==> src/design/bcc_pkg.sv <==
package bcc_pkg;

  typedef enum logic [1:0] {
    PH_IDLE    = 2'd0,
    PH_PRESSED = 2'd1,
    PH_WAITING = 2'd2,
    PH_SECOND  = 2'd3
  } phase_e;

  typedef enum logic {
    KIND_SAMPLE = 1'b0,
    KIND_ACK    = 1'b1
  } kind_e;

  localparam int unsigned TickW = 16;

  // Register indexes, decoded from the word address.
  localparam logic RegLongTicks   = 1'b0;
  localparam logic RegDoubleTicks = 1'b1;

  localparam logic [TickW-1:0] LongTicksRst   = 16'd16;
  localparam logic [TickW-1:0] DoubleTicksRst = 16'd4;

  typedef struct packed {
    phase_e             phase;
    logic [TickW-1:0]   elapsed;
    logic               single_flag;
    logic               double_flag;
    logic               long_flag;
  } bcc_state_t;

  typedef struct packed {
    logic [TickW-1:0] long_ticks;
    logic [TickW-1:0] double_ticks;
  } bcc_cfg_t;

endpackage

==> src/design/bcc_step.sv <==
module bcc_step (
  input  bcc_pkg::bcc_state_t state_i,
  input  bcc_pkg::bcc_cfg_t   cfg_i,
  input  logic                kind_i,
  input  logic                pin_level_i,
  output bcc_pkg::bcc_state_t state_o
);

  logic                        sample;
  logic                        released;
  logic [bcc_pkg::TickW-1:0]   elapsed_inc;
  bcc_pkg::phase_e             phase_nxt;

  assign sample   = (kind_i == bcc_pkg::KIND_SAMPLE);
  assign released = pin_level_i;

  // The count runs in every phase but idle and saturates at all ones.
  always_comb begin
    elapsed_inc = state_i.elapsed;
    if ((state_i.phase != bcc_pkg::PH_IDLE) && !(&state_i.elapsed)) begin
      elapsed_inc = state_i.elapsed + 1'b1;
    end
  end

  // Next phase.
  always_comb begin
    phase_nxt = state_i.phase;
    if (sample) begin
      case (state_i.phase)
        bcc_pkg::PH_IDLE: begin
          if (!released) phase_nxt = bcc_pkg::PH_PRESSED;
        end
        bcc_pkg::PH_PRESSED: begin
          if (released) begin
            if (elapsed_inc < cfg_i.long_ticks) phase_nxt = bcc_pkg::PH_WAITING;
            else                                phase_nxt = bcc_pkg::PH_IDLE;
          end
        end
        bcc_pkg::PH_WAITING: begin
          if (released) begin
            if (elapsed_inc > cfg_i.double_ticks) phase_nxt = bcc_pkg::PH_IDLE;
          end else if (elapsed_inc < cfg_i.double_ticks) begin
            phase_nxt = bcc_pkg::PH_SECOND;
          end
        end
        bcc_pkg::PH_SECOND: begin
          if (released) phase_nxt = bcc_pkg::PH_IDLE;
        end
        default: phase_nxt = bcc_pkg::PH_IDLE;
      endcase
    end
  end

  // Count and flags.
  always_comb begin
    state_o       = state_i;
    state_o.phase = phase_nxt;
    if (!sample) begin
      state_o.single_flag = 1'b0;
      state_o.double_flag = 1'b0;
      state_o.long_flag   = 1'b0;
    end else begin
      state_o.elapsed = elapsed_inc;
      case (state_i.phase)
        bcc_pkg::PH_IDLE: begin
          if (!released) state_o.elapsed = '0;
        end
        bcc_pkg::PH_PRESSED: begin
          if (released) begin
            if (elapsed_inc < cfg_i.long_ticks) state_o.elapsed = '0;
            else                                state_o.long_flag = 1'b1;
          end
        end
        bcc_pkg::PH_WAITING: begin
          if (released && (elapsed_inc > cfg_i.double_ticks)) begin
            state_o.single_flag = 1'b1;
          end
        end
        bcc_pkg::PH_SECOND: begin
          if (released) state_o.double_flag = 1'b1;
        end
        default: state_o.elapsed = elapsed_inc;
      endcase
    end
  end

endmodule

==> src/design/button_click_classifier.sv <==
// Latency: a result appears in the cycle after its request is accepted.
// Throughput: one request per cycle while no result is held back; the state
// update is one pass of logic from state_q into state_q and the result flops.
// Reset: asynchronous, active low; phase idle, count and flags cleared,
// long_click_ticks = 16, double_click_ticks = 4, no result pending.
module button_click_classifier (
  input  logic        clk_i,
  input  logic        rst_ni,
  input  logic        in_valid_i,
  output logic        in_ready_o,
  input  logic        kind_i,
  input  logic        pin_level_i,
  output logic        out_valid_o,
  input  logic        out_ready_i,
  output logic        single_click_o,
  output logic        double_click_o,
  output logic        long_click_o,
  output logic        pressed_now_o,
  input  logic        psel,
  input  logic        penable,
  input  logic        pwrite,
  input  logic [2:0]  paddr,
  input  logic [31:0] pwdata,
  output logic [31:0] prdata,
  output logic        pready
);

  bcc_pkg::bcc_state_t state_q, state_d;
  bcc_pkg::bcc_cfg_t   cfg_q;
  logic                in_fire;
  logic                cfg_wr;
  logic                out_valid_q;
  logic                single_q, double_q, long_q, pressed_q;

  assign pready  = 1'b1;
  assign cfg_wr  = psel && penable && pwrite;
  assign in_ready_o = !out_valid_q || out_ready_i;
  assign in_fire = in_valid_i && in_ready_o;

  always_ff @(posedge clk_i or negedge rst_ni) begin
    if (!rst_ni) begin
      cfg_q.long_ticks   <= bcc_pkg::LongTicksRst;
      cfg_q.double_ticks <= bcc_pkg::DoubleTicksRst;
    end else if (cfg_wr) begin
      case (paddr[2])
        bcc_pkg::RegLongTicks:   cfg_q.long_ticks   <= pwdata[bcc_pkg::TickW-1:0];
        bcc_pkg::RegDoubleTicks: cfg_q.double_ticks <= pwdata[bcc_pkg::TickW-1:0];
        default: ;
      endcase
    end
  end

  always_comb begin
    case (paddr[2])
      bcc_pkg::RegLongTicks:   prdata = {16'd0, cfg_q.long_ticks};
      bcc_pkg::RegDoubleTicks: prdata = {16'd0, cfg_q.double_ticks};
      default:                 prdata = '0;
    endcase
  end

  bcc_step u_step (
    .state_i     (state_q),
    .cfg_i       (cfg_q),
    .kind_i      (kind_i),
    .pin_level_i (pin_level_i),
    .state_o     (state_d)
  );

  always_ff @(posedge clk_i or negedge rst_ni) begin
    if (!rst_ni) begin
      state_q     <= '{phase: bcc_pkg::PH_IDLE, elapsed: '0,
                       single_flag: 1'b0, double_flag: 1'b0, long_flag: 1'b0};
      out_valid_q <= 1'b0;
    end else begin
      if (in_fire) state_q <= state_d;
      if (in_ready_o) out_valid_q <= in_valid_i;
    end
  end

  always_ff @(posedge clk_i) begin
    if (in_fire) begin
      single_q  <= state_d.single_flag;
      double_q  <= state_d.double_flag;
      long_q    <= state_d.long_flag;
      pressed_q <= !pin_level_i;
    end
  end

  assign out_valid_o    = out_valid_q;
  assign single_click_o = single_q;
  assign double_click_o = double_q;
  assign long_click_o   = long_q;
  assign pressed_now_o  = pressed_q;

  a_fire_gives_result: assert property (@(posedge clk_i) disable iff (!rst_ni)
    in_fire |=> out_valid_o)
    else $error("accepted request produced no result");

  a_ack_clears: assert property (@(posedge clk_i) disable iff (!rst_ni)
    (in_fire && kind_i == bcc_pkg::KIND_ACK) |=>
      (!single_click_o && !double_click_o && !long_click_o))
    else $error("acknowledge did not clear the flags");

  a_pressed_follows_pin: assert property (@(posedge clk_i) disable iff (!rst_ni)
    in_fire |=> (pressed_now_o == !$past(pin_level_i)))
    else $error("pressed level does not match the request");

  // A press in idle restarts the count, so only released levels are covered.
  a_idle_count_holds: assert property (@(posedge clk_i) disable iff (!rst_ni)
    (in_fire && state_q.phase == bcc_pkg::PH_IDLE && pin_level_i) |=>
      $stable(state_q.elapsed))
    else $error("tick count moved while idle");

endmodule
==> config.mk <==
export PLATFORM = sky130hd
export DESIGN_NAME = button_click_classifier
export DESIGN_NICKNAME = d
export VERILOG_FILES = /design/src/design/bcc_pkg.sv /design/src/design/bcc_step.sv /design/src/design/button_click_classifier.sv
export SDC_FILE = /design/constraint.sdc
export NUM_CORES = 1
export LEC_CHECK = 0
export ABC_AREA = 1
export ABC_CLOCK_PERIOD_IN_PS = 8100
export BUFFER_PORTS_ARGS = -buffer_cell sky130_fd_sc_hd__buf_2
export CORE_UTILIZATION = 60
export CTS_CLUSTER_DIAMETER = 150
export DETAILED_ROUTE_END_ITERATION = 12
export HOLD_SLACK_MARGIN = 0.05
export PLACE_DENSITY = 0.95
export SYNTH_ARGS = -nofsm -noshare
export SYNTH_HDL_FRONTEND = slang
export SYNTH_HIERARCHICAL = 1
export SYNTH_SLANG_ARGS = --single-unit
==> constraint.sdc <==
create_clock -name clk_i -period 8.1 [get_ports clk_i]
set_input_delay 0.81 -clock clk_i [delete_from_list [all_inputs] [get_ports clk_i]]
set_output_delay 0.81 -clock clk_i [all_outputs]
set_load 0.005 [all_outputs]
==> run summary, run 1 <==
Antenna violations before repair - 0
Endpoints failing setup - 0
Antenna Diode Count - 0
Final hold violation count - 0
Slew @ Worst Pin - 1.14 ns
Max-cap violation count - 0
Cts repair resizes - 0
Sort of element at the start of the critical path - flop
I/O pin count - 83
Overall Global Routing Usage - 28.5%
Top flip-flop cell by instance count after synthesis - dfrtp_1
CP required - 8.35 ns
Number of register bits inferred by synthesis - 58
Startpoint of the lowest-slack hold path - cfg_q[2]
Initial Utilization - 62.2%
Port buffer count - 47
Number of clock buffers inserted by TritonCTS - 9
Number of global-route vias before repair - 4079
Power per unit of standard cell area - 235 nW/um^2
CTS clk-pin slew, worst paths - 0.07 ns
Total placed instance area - 4700 sq um
Cell area after layout - 4900 sq um
Proportion of synthesized chip area in sequential cells - 32.5%
Vertical die dimension - 88.9 um
Final Skew - 0.00672 ns
Run status - finished clean
Yosys top cell by area - dfrtp_1
Peak Freq - 231 MHz
Setup TNS Final - 0 ns
CTS H-tree lvls - 3
Number of synthesized flops with an enable pin - 4
Worst hold-check path type - reg -> reg
Worst hold path stage count - 2
Post-synthesis instance area - 4530 sq um
Cell count after synthesis - 669
CTS tree - yes
Via count - 4343
1st-iter DRT viols - 358
RD Place Congestion - 0.905
Grt total ovfl - 0
Worst vdd rail ir drop - 127 uV
Worst Path Class, Setup - reg -> reg
Arr. time, crit path - 4.58 ns
First-pass GRT wire length - 17500 um
Total clock sinks - 58
Total die area - 7910 sq um
Hold buffer count at CTS - 0
Worst-case headroom to the max-slew limit - 23.9%
Worst reg2reg path startpoint - state_q[3]
Fin crit share - 53.5%
Maximum number of pins on one net before global-route repair - 55
Share of the synthesized area in the top cell type - 28.7%
DP HPWL - 7460 um
Final layout net count - 778
Signed area change from the synthesized netlist to the final layout - 8.00%
Cells taking the most area after synthesis - dfrtp_1 29%, nand2_1 20%, ha_1 8.8%, inv_1 7.4%, nand3_1 4.4%
Yosys warning total - 6
Die width - 88.9 um
Count of final max-slew check failures - 0
Initial DRT Pass Iterations - 5
Leak pwr - 2.76 nW
DRC viols - 0
Clock Tree Buf Depth - 2
Fraction of registers with async set or reset after synthesis - 93.1%
Category of the worst setup path capture point - flop
Worst skew pair latency - 0.36 ns
RSZ-0062 raised after global routing - no
Floorplan row count - 31
Share of post-route cells with drive strength above 1 - 14.9%
Count of buffers added by post-CTS timing repair for setup - 0
Number of nets with antenna violations after routing - 0
Maximum fanout along the worst path - 16
Filler cells - 610
Util after Layout - 67.2%
R2R cell count - 20
Clock tree root driver cell - clkbuf_8
CP Launch Point - state_q[3]
Average wire length per cell after detail routing - 12.9 um
Core region area - 7290 sq um
Average cell area after synthesis - 6.78 sq um
Aggregate routed wire length - 10400 um
Count of cell types in the netlist - 42
Detail-routed via count per cell - 5.39
Final critical delay including setup and external delays - 4.33 ns
Hold WS - 0.482 ns
## per-layer routing
layer / wire (um) / track usage, % / share of wire [%]
met5: 0 / 0 / 0
met4: 227 / 14.3 / 2.2
met2: 5120 / 48.5 / 49
met1: 4400 / 35.2 / 42
met3: 685 / 4.89 / 6.6
## cell type report
type	count	area, sq um	area share (%)
multi-input combinational	491	2500	51.1
sequential	58	1470	30.1
inverter	94	353	7.20
timing repair buffer	48	243	4.96
clock buffer	12	176	3.60
tap	99	124	2.53
clock inverter	4	22.5	0.460
## cells in the final DEF (no fill, tap or decap), drive strengths merged, types with 2 or more instances in the layout
cell and n:
nand2 254, nor2 57, dfstp 2, inv 93
a31oi 2, edfxtp 4, o21bai 2, buf 48
a21oi 34, clkbuf 12, nand3 42, ha 32
xor2 11, clkinv 4, dfrtp 52, nor4 2
nor3 3, conb 17, o21ai 20, nand4 6
## state kept, by name (all words and copies together), names as in the netlist
signal and cells:
cfg_q 32, out_valid_o 1, long_click_o 1, pressed_now_o 1, double_click_o 1, single_click_o 1
state_q 21
## worst max-delay path, stage by stage (launching register included)
cell	delay [ns]
dfrtp_1	0.42
ha_1	0.22
inv_1	0.08
nor2_2	0.05
nand2_2	0.08
o21ai_2	0.07
inv_2	0.16
nand3_2	0.17
nor2_4	0.15
nand2_2	0.08
nor2_2	0.12
xor2_1	0.37
ha_1	0.33
a21oi_1	0.15
nor2_1	0.05
a2111oi_1	0.92
nand3_4	0.40
nand2_1	0.17
a21oi_1	0.08
nand2_1	0.07
nand2_1	0.06
## synthesized netlist by cell type, drive strengths merged (2+ instances only)
| master | count |
|---|---|
| clkbuf | 9 |
| xor2 | 11 |
| dfstp | 2 |
| o21ai | 20 |
| ha | 32 |
| a21oi | 34 |
| o21bai | 2 |
| buf | 32 |
| nand2 | 254 |
| a31oi | 2 |
| nor4 | 2 |
| nor3 | 3 |
| nand3 | 42 |
| dfrtp | 52 |
| nand4 | 6 |
| conb | 2 |
| nor2 | 57 |
| edfxtp | 4 |
| inv | 93 |
## stage by stage
| step | total power, mW | setup slack [ns] | instances |
|---|---|---|---|
| finish | 1.15 | 3.77 | 806 |
| global route | 1.24 | 3.55 | 806 |
| CTS | 1.14 | 3.88 | 806 |
| detailed placement | 0.874 | 3.90 | 790 |
| global placement | 0.840 | 4.04 | 790 |
| floorplan | 0.761 | 4.76 | 684 |
## final timing paths
check                              end  slack [ns]
setup / recovery            state_q[4]        3.77
hold / removal                cfg_q[2]        0.48
setup reg to reg            state_q[4]        3.77
hold reg to reg               cfg_q[2]        0.48
max in group asynchronous    cfg_q[21]        7.06
min in group asynchronous  state_q[19]        0.59
## power breakdown
group / switching (mW) / internal, mW / leakage (nW)
sequential: 0.0623 / 0.349 / 0.717
combinational: 0.298 / 0.171 / 1.94
clock: 0.124 / 0.145 / 0.103
## kinds of logic (layout without fill, tap and decap cells)
| family | Yosys count | after routing | synth area share, % |
|---|---|---|---|
| AOI/OAI and AO/OA | 63 | 63 | 8.42 |
| xor gates and xnor gates | 12 | 12 | 2.32 |
| adders and majority gates | 32 | 32 | 8.83 |
| buffers and inverters | 135 | 158 | 13.6 |
| DFF | 58 | 58 | 32.5 |
| other | 2 | 17 | 0.166 |
| and+or+nand+nor | 367 | 367 | 34.2 |
(Power assumes the default switching activity.)
==> inputs of run 2 (changes only) <==
--- a/config.mk
+++ b/config.mk
@@ -6,13 +6,13 @@
 export NUM_CORES = 1
 export LEC_CHECK = 0
 export ABC_AREA = 1
-export ABC_CLOCK_PERIOD_IN_PS = 8100
+export ABC_CLOCK_PERIOD_IN_PS = 3550
 export BUFFER_PORTS_ARGS = -buffer_cell sky130_fd_sc_hd__buf_2
-export CORE_UTILIZATION = 60
+export CORE_UTILIZATION = 51
 export CTS_CLUSTER_DIAMETER = 150
 export DETAILED_ROUTE_END_ITERATION = 12
 export HOLD_SLACK_MARGIN = 0.05
-export PLACE_DENSITY = 0.95
+export PLACE_DENSITY = 0.87
 export SYNTH_ARGS = -nofsm -noshare
 export SYNTH_HDL_FRONTEND = slang
 export SYNTH_HIERARCHICAL = 1
==> constraint.sdc (replaced) <==
create_clock -name clk_i -period 3.55 [get_ports clk_i]
set_input_delay 0.355 -clock clk_i [delete_from_list [all_inputs] [get_ports clk_i]]
set_output_delay 0.355 -clock clk_i [all_outputs]
set_load 0.005 [all_outputs]
==> run summary, run 2 (same netlist as run 1, synthesis figures left out) <==
Run status - finished clean
Peak Freq - 296 MHz (+28%)
Final layout net count - 789 (+1.4%)
Internal Dissipation - 1.62 mW (+140%)
Total clock sinks - 58 (unchanged)
DRC viols - 0 (unchanged)
Detail-routed via count per cell - 5.22 (-3.1%)
Clock power frac - 23.6% (+0.2 points)
CTS H-tree lvls - 3 (unchanged)
Clock tree root driver cell - clkbuf_8
Worst setup slack for register-to-register paths - 0.17 ns (-3.60 ns)
Final Skew - 0.00747 ns (+0.000752 ns)
Signed area change from the synthesized netlist to the final layout - 11.9%
Slew @ Worst Pin - 1.11 ns (-0.0333 ns)
Share of post-route cells with drive strength above 1 - 17.9% (+3.0 points)
Via count - 4308 (-0.81%)
Antenna Diode Count - 0 (unchanged)
Average wire length per cell after detail routing - 12.8 um (-0.85%)
Hold WS - 0.130 ns (-0.352 ns)
Vertical die dimension - 96.3 um (+8.3%)
Commonest non-fill, non-tap cells in the layout - 239 x nand2_1, 89 x inv_1, 50 x nor2_1
First-pass GRT wire length - 17100 um (-2.3%)
Util after Layout - 58.5% (-8.7 points)
Floorplan row count - 34 (+9.7%)
Number of placed cells counting well taps - 805 (+1.9%)
R2R cell count - 21 (+5.0%)
Leak pwr - 2.83 nW (+2.5%)
Fin crit share - 95.3% (+42 points)
RD Place Congestion - 0.834 (-7.9%)
Total die area - 9270 sq um (+17%)
Final hold violation count - 0 (unchanged)
Worst Path Class, Setup - reg -> reg
DP HPWL - 6890 um (-7.7%)
Worst vdd rail ir drop - 285 uV (+120%)
Sort of element at the start of the critical path - flop
Worst-case headroom to the max-slew limit - 26.0% (+2.1 points)
Maximum number of pins on one net before global-route repair - 40 (-27%)
CP required - 3.78 ns (-4.57 ns)
Maximum fanout along the worst path - 8 (-8)
Total placed instance area - 4750 sq um (+1.2%)
Register share of total power - 34.2% (-1.6 points)
Initial DRT Pass Iterations - 6 (+1)
Number of global-route vias before repair - 3753 (-8.0%)
Arr. time, crit path - 3.61 ns (-0.97 ns)
Core region area - 8680 sq um (+19%)
Power per unit of standard cell area - 541 nW/um^2 (+130%)
Worst hold-check path type - in -> async
Final Instance Count excl. Fillers - 825 (+2.4%)
Port buffer count - 47 (unchanged)
Number of flip-flops in the largest register - 32 (unchanged)
Number of nets with antenna violations after routing - 0 (unchanged)
Die width - 96.3 um (+8.3%)
Tot Pwr - 2.75 mW (+140%)
Antenna violations before repair - 0 (unchanged)
Top Registers - cfg_q (32), state_q (21)
CTS tree - yes
Final critical delay including setup and external delays - 3.38 ns (-0.951 ns)
Category of the worst setup path capture point - flop
Overall Global Routing Usage - 24.0% (-4.5 points)
Part of the total power dissipated in combinational logic - 42.3% (+1.5 points)
Endpoints failing setup - 0 (unchanged)
Worst skew pair latency - 0.34 ns (-0.02 ns)
Max-cap violation count - 0 (unchanged)
1st-iter DRT viols - 275 (-23%)
Most frequent standard cell in the layout excluding fill and tap cells - nand2_1
Count of final max-slew check failures - 0 (unchanged)
CTS clk-pin slew, worst paths - 0.07 ns (about the same)
Largest register by flop count - cfg_q
I/O pin count - 83 (unchanged)
Number of clock buffers inserted by TritonCTS - 9 (unchanged)
Sw frac - 40.9% (-1.3 points)
Clock Tree Buf Depth - 2 (unchanged)
Cell area after layout - 5070 sq um (+3.6%)
Grt total ovfl - 0 (unchanged)
Aggregate routed wire length - 10600 um (+1.5%)
Initial Utilization - 52.2% (-9.9 points)
Net Sw Power - 1.12 mW (+130%)
[run 2: changes by cell type in the layout (fill, tap and decap cells not counted), sizes merged]
cell      previous run  this run
bufinv               0         1
clkinvlp             1         0
nand3               42        43
clkinv               4         2
clkbuf              12        13
buf                 48        58
[run 2: what timing repair did]
| item | 4_1_cts | 5_1_grt |
|---|---|---|
| resized for setup | 0 | 17 |
| buffers inserted | 0 | 4 |
| hold buffers | 0 | 0 |
| setup endpoints to repair | 0 | 22 |
| hold endpoints to repair | 0 | 0 |
[run 2: critical path: stages (launching register included)]
cell and delay (ns):
dfrtp_1 0.44, ha_2 0.22, inv_1 0.10, nor2_4 0.05
nand2_2 0.09, o21ai_2 0.07, inv_2 0.11, nand3_2 0.14
nor2_4 0.13, nand2_2 0.09, nor2_2 0.10, xor2_1 0.26
ha_1 0.30, a21oi_1 0.15, nor2_1 0.06, a2111oi_2 0.28
buf_4 0.22, nand3_4 0.17, nand2_2 0.11, a21oi_2 0.05
nand2_1 0.09, nand2_1 0.05
[run 2: path summary, 6_finish.rpt]
| kind | to | start |
|---|---|---|
| min reg2reg | cfg_q[20] | cfg_q[20] |
| max | state_q[9] | state_q[4] |
| min in group clk_i | cfg_q[2] | pwdata[2] |
| max in group asynchronous | cfg_q[20] | rst_ni |
| max reg2reg | state_q[9] | state_q[4] |
| min | state_q[11] | rst_ni |
[run 2: through the flow]
stage / setup slack [ns] / setup TNS, ns
final: 0.167 / 0
after global routing: -0.0807 / -0.524
after CTS: 0.0521 / 0
after detailed placement: 0.0740 / 0
after global placement: 0.109 / 0
after floorplan: 0.212 / 0
[run 2: layout make-up]
| cell class | instances | area [sq um] |
|---|---|---|
| flip-flops and latches | 58 | 1480 |
| repair buffers | 58 | 318 |
| well taps | 108 | 135 |
| fillers | 824 | 3600 |
| inverters | 94 | 353 |
| clock inverters | 2 | 35.0 |
| multi-input cells | 492 | 2590 |
| clock buffers | 13 | 169 |
[run 2: power by group through the flow]
stage	Combinational [mW]	Sequential, mW	Clock, mW
after CTS	1.08	0.932	0.646
after detailed placement	1.07	0.940	0
final	1.16	0.939	0.647
after global placement	1.04	0.935	0
after global routing	1.32	0.959	0.675
after floorplan	0.835	0.902	0
[run 2: metal layers]
layer	routed length [um]	track usage, %
met3	663	4.27
met5	0	0
met1	4680	31.7
met4	200	8.21
met2	5030	39.5
==> inputs of run 3 (changes only) <==
--- a/config.mk
+++ b/config.mk
@@ -8,11 +8,11 @@
 export ABC_AREA = 1
 export ABC_CLOCK_PERIOD_IN_PS = 3550
 export BUFFER_PORTS_ARGS = -buffer_cell sky130_fd_sc_hd__buf_2
-export CORE_UTILIZATION = 51
+export CORE_UTILIZATION = 40
 export CTS_CLUSTER_DIAMETER = 150
 export DETAILED_ROUTE_END_ITERATION = 12
 export HOLD_SLACK_MARGIN = 0.05
-export PLACE_DENSITY = 0.87
+export PLACE_DENSITY = 0.73
 export SYNTH_ARGS = -nofsm -noshare
 export SYNTH_HDL_FRONTEND = slang
 export SYNTH_HIERARCHICAL = 1
==> run summary, run 3 (same netlist as run 1, synthesis figures left out) <==
Run status - finished clean
Core region area - 10900 sq um (+26%)
Port buffer count - 47 (unchanged)
R2R cell count - 22 (+4.8%)
Worst setup slack for register-to-register paths - 0.20 ns (+0.03 ns)
Buffers and inverters on the worst path - 4 (+1)
Count of cell instances traversed by the critical path - 22 (+4.8%)
Net Sw Power - 1.16 mW (+3.5%)
Clock tree root driver cell - clkbuf_16
Setup TNS Final - 0 ns (unchanged)
Hold buffer count at CTS - 0 (unchanged)
Total placed instance area - 4790 sq um (+0.68%)
Util after Layout - 48.1% (-10 points)
Commonest non-fill, non-tap cells in the layout - 240 x nand2_1, 89 x inv_1, 50 x dfrtp_1, 50 x nor2_1, 47 x buf_2
Via count - 4171 (-3.2%)
Number of clock buffers inserted by TritonCTS - 9 (unchanged)
Clock power frac - 30.8% (+7.2 points)
Total clock sinks - 58 (unchanged)
Met2 wire length - 5310 um (+5.5%)
Sw frac - 38.0% (-2.9 points)
Filler cells - 1111 (+35%)
DRC viols - 0 (unchanged)
Maximum number of pins on one net before global-route repair - 35 (-13%)
Final Skew - 0.0103 ns (+0.00285 ns)
Tot Pwr - 3.06 mW (+12%)
Power per unit of standard cell area - 583 nW/um^2 (+7.7%)
Most frequent standard cell in the layout excluding fill and tap cells - nand2_1
Grt total ovfl - 0 (unchanged)
Crit path max-delay family - simple AND/OR/NAND/NOR gates
RD Place Congestion - 0.828 (-0.72%)
Total die area - 11800 sq um (+27%)
Aggregate routed wire length - 10800 um (+1.8%)
Final layout net count - 790 (+0.13%)
CTS clk-pin slew, worst paths - 0.06 ns (about the same)
Category of the worst setup path capture point - flop
Overall Global Routing Usage - 19.6% (-4.4 points)
Worst hold-check path type - in -> async
Worst skew pair latency - 0.33 ns (about the same)
First-pass GRT wire length - 18000 um (+5.2%)
Endpoints failing setup - 0 (unchanged)
CP required - 3.76 ns (-0.02 ns)
Number of placed cells counting well taps - 836 (+3.9%)
Number of flip-flops in the largest register - 32 (unchanged)
Routed length on met1 - 4770 um (+1.7%)
Arr. time, crit path - 3.56 ns (-0.05 ns)
Critical path, cell by cell - ha_2 -> inv_1 -> nor2_2 -> nand2_2 -> o21ai_2 -> inv_2 -> nand3_4 -> nor2_4 -> nand2_2 -> nor2_2 -> xor2_2 -> ha_1 -> a21oi_1 -> nor2_1 -> a2111oi_2 -> buf_4 -> nand3_4 -> buf_4 -> nand2_2 -> a21oi_2 -> nand2_1 -> nand2_1
Part of the total power dissipated in combinational logic - 38.8% (-3.5 points)
CP max stage delay - 0.41 ns (-0.03 ns)
Average wire length per cell after detail routing - 12.5 um (-2.3%)
1st-iter DRT viols - 217 (-21%)
Signed area change from the synthesized netlist to the final layout - 15.9%
Share of post-route cells with drive strength above 1 - 18.1% (+0.23 points)
Internal Dissipation - 1.90 mW (+17%)
Met3 wire length - 452 um (-32%)
Cell area after layout - 5260 sq um (+3.6%)
DP HPWL - 7260 um (+5.5%)
Worst vdd rail ir drop - 237 uV (-17%)
Detail-routed via count per cell - 4.86 (-7.0%)
Top Registers - cfg_q (32), state_q (21)
Peak Freq - 298 MHz (+0.97%)
Register share of total power - 30.4% (-3.8 points)
Slew @ Worst Pin - 1.17 ns (+0.0592 ns)
Number of nets with antenna violations after routing - 0 (unchanged)
Final Instance Count excl. Fillers - 859 (+4.1%)
Floorplan row count - 38 (+12%)
Die width - 108 um (+13%)
Library cell contributing the largest single delay on the critical path - dfrtp_1
CTS tree - yes
Maximum fanout along the worst path - 7 (-1)
Largest register by flop count - cfg_q
Count of final max-slew check failures - 0 (unchanged)
Number of global-route vias before repair - 3915 (+4.3%)
Worst Path Class, Setup - reg -> reg
Antenna violations before repair - 0 (unchanged)
Vertical die dimension - 108 um (+13%)
Initial Utilization - 41.5% (-11 points)
I/O pin count - 83 (unchanged)
Sort of element at the start of the critical path - flop
Leak pwr - 2.88 nW (+1.9%)
Final critical delay including setup and external delays - 3.35 ns (-0.0324 ns)
Max-cap violation count - 0 (unchanged)
Highest routed metal layer - met4
Fin crit share - 94.4% (-0.91 points)
Final hold violation count - 0 (unchanged)
Clock Tree Buf Depth - 2 (unchanged)
Antenna Diode Count - 0 (unchanged)
Cell repeated most along the worst path - nand2_2
CTS H-tree lvls - 3 (unchanged)
Initial DRT Pass Iterations - 4 (-2)
Worst-case headroom to the max-slew limit - 22.2% (-3.9 points)
run 3: changes by cell type in the layout (fill, tap and decap cells not counted), sizes merged:
cell | before | now
clkbuf | 13 | 11
clkinv | 2 | 3
buf | 58 | 60
clkinvlp | 0 | 1
nand3 | 43 | 42
bufinv | 1 | 2
run 3: what timing repair did:
item                                    CTS  global route
endpoints found under the setup margin   16            22
buffers inserted                          2             5
gates resized for setup                   0            16
pin swaps                                 0             8
cloned                                    0             0
run 3: path summary, 6_finish.rpt:
check	start	end
max in group asynchronous	rst_ni	cfg_q[20]
max	state_q[4]	state_q[13]
min	rst_ni	cfg_q[11]
min in group clk_i	pwdata[4]	cfg_q[20]
min reg2reg	cfg_q[2]	cfg_q[2]
max reg2reg	state_q[4]	state_q[13]
run 3: cell type report:
class | instances | area (sq um) | share of cell area, %
flip-flops and latches | 58 | 1480 | 28.1
clock inverters | 5 | 77.6 | 1.48
well taps | 140 | 175 | 3.33
multi-input cells | 491 | 2590 | 49.2
inverters | 94 | 353 | 6.71
clock buffers | 11 | 243 | 4.62
repair buffers | 60 | 345 | 6.57
run 3: metal layers:
metal / GRT usage [%] / up-vias
li1: - / 2127
met4: 7.92 / 0
met5: 0 / -
met3: 3.74 / 16
met2: 33.5 / 85
met1: 24.1 / 1943
run 3: power by group through the flow:
stage	Clock [mW]	Sequential [mW]	Combinational [mW]
finish	0.944	0.932	1.19
global route	0.989	0.952	1.36
CTS	0.961	0.926	1.11
detailed placement	0	0.936	1.07
global placement	0	0.934	1.05
floorplan	0	0.902	0.835
run 3: metrics by stage:
step | hold WS [ns] | worst slack, ns
floorplan | 0.0594 | 0.212
global placement | 0.462 | 0.0379
detailed placement | 0.465 | -0.0111
CTS | 0.151 | 0.0510
global route | 0.185 | -0.0192
finish | 0.116 | 0.199
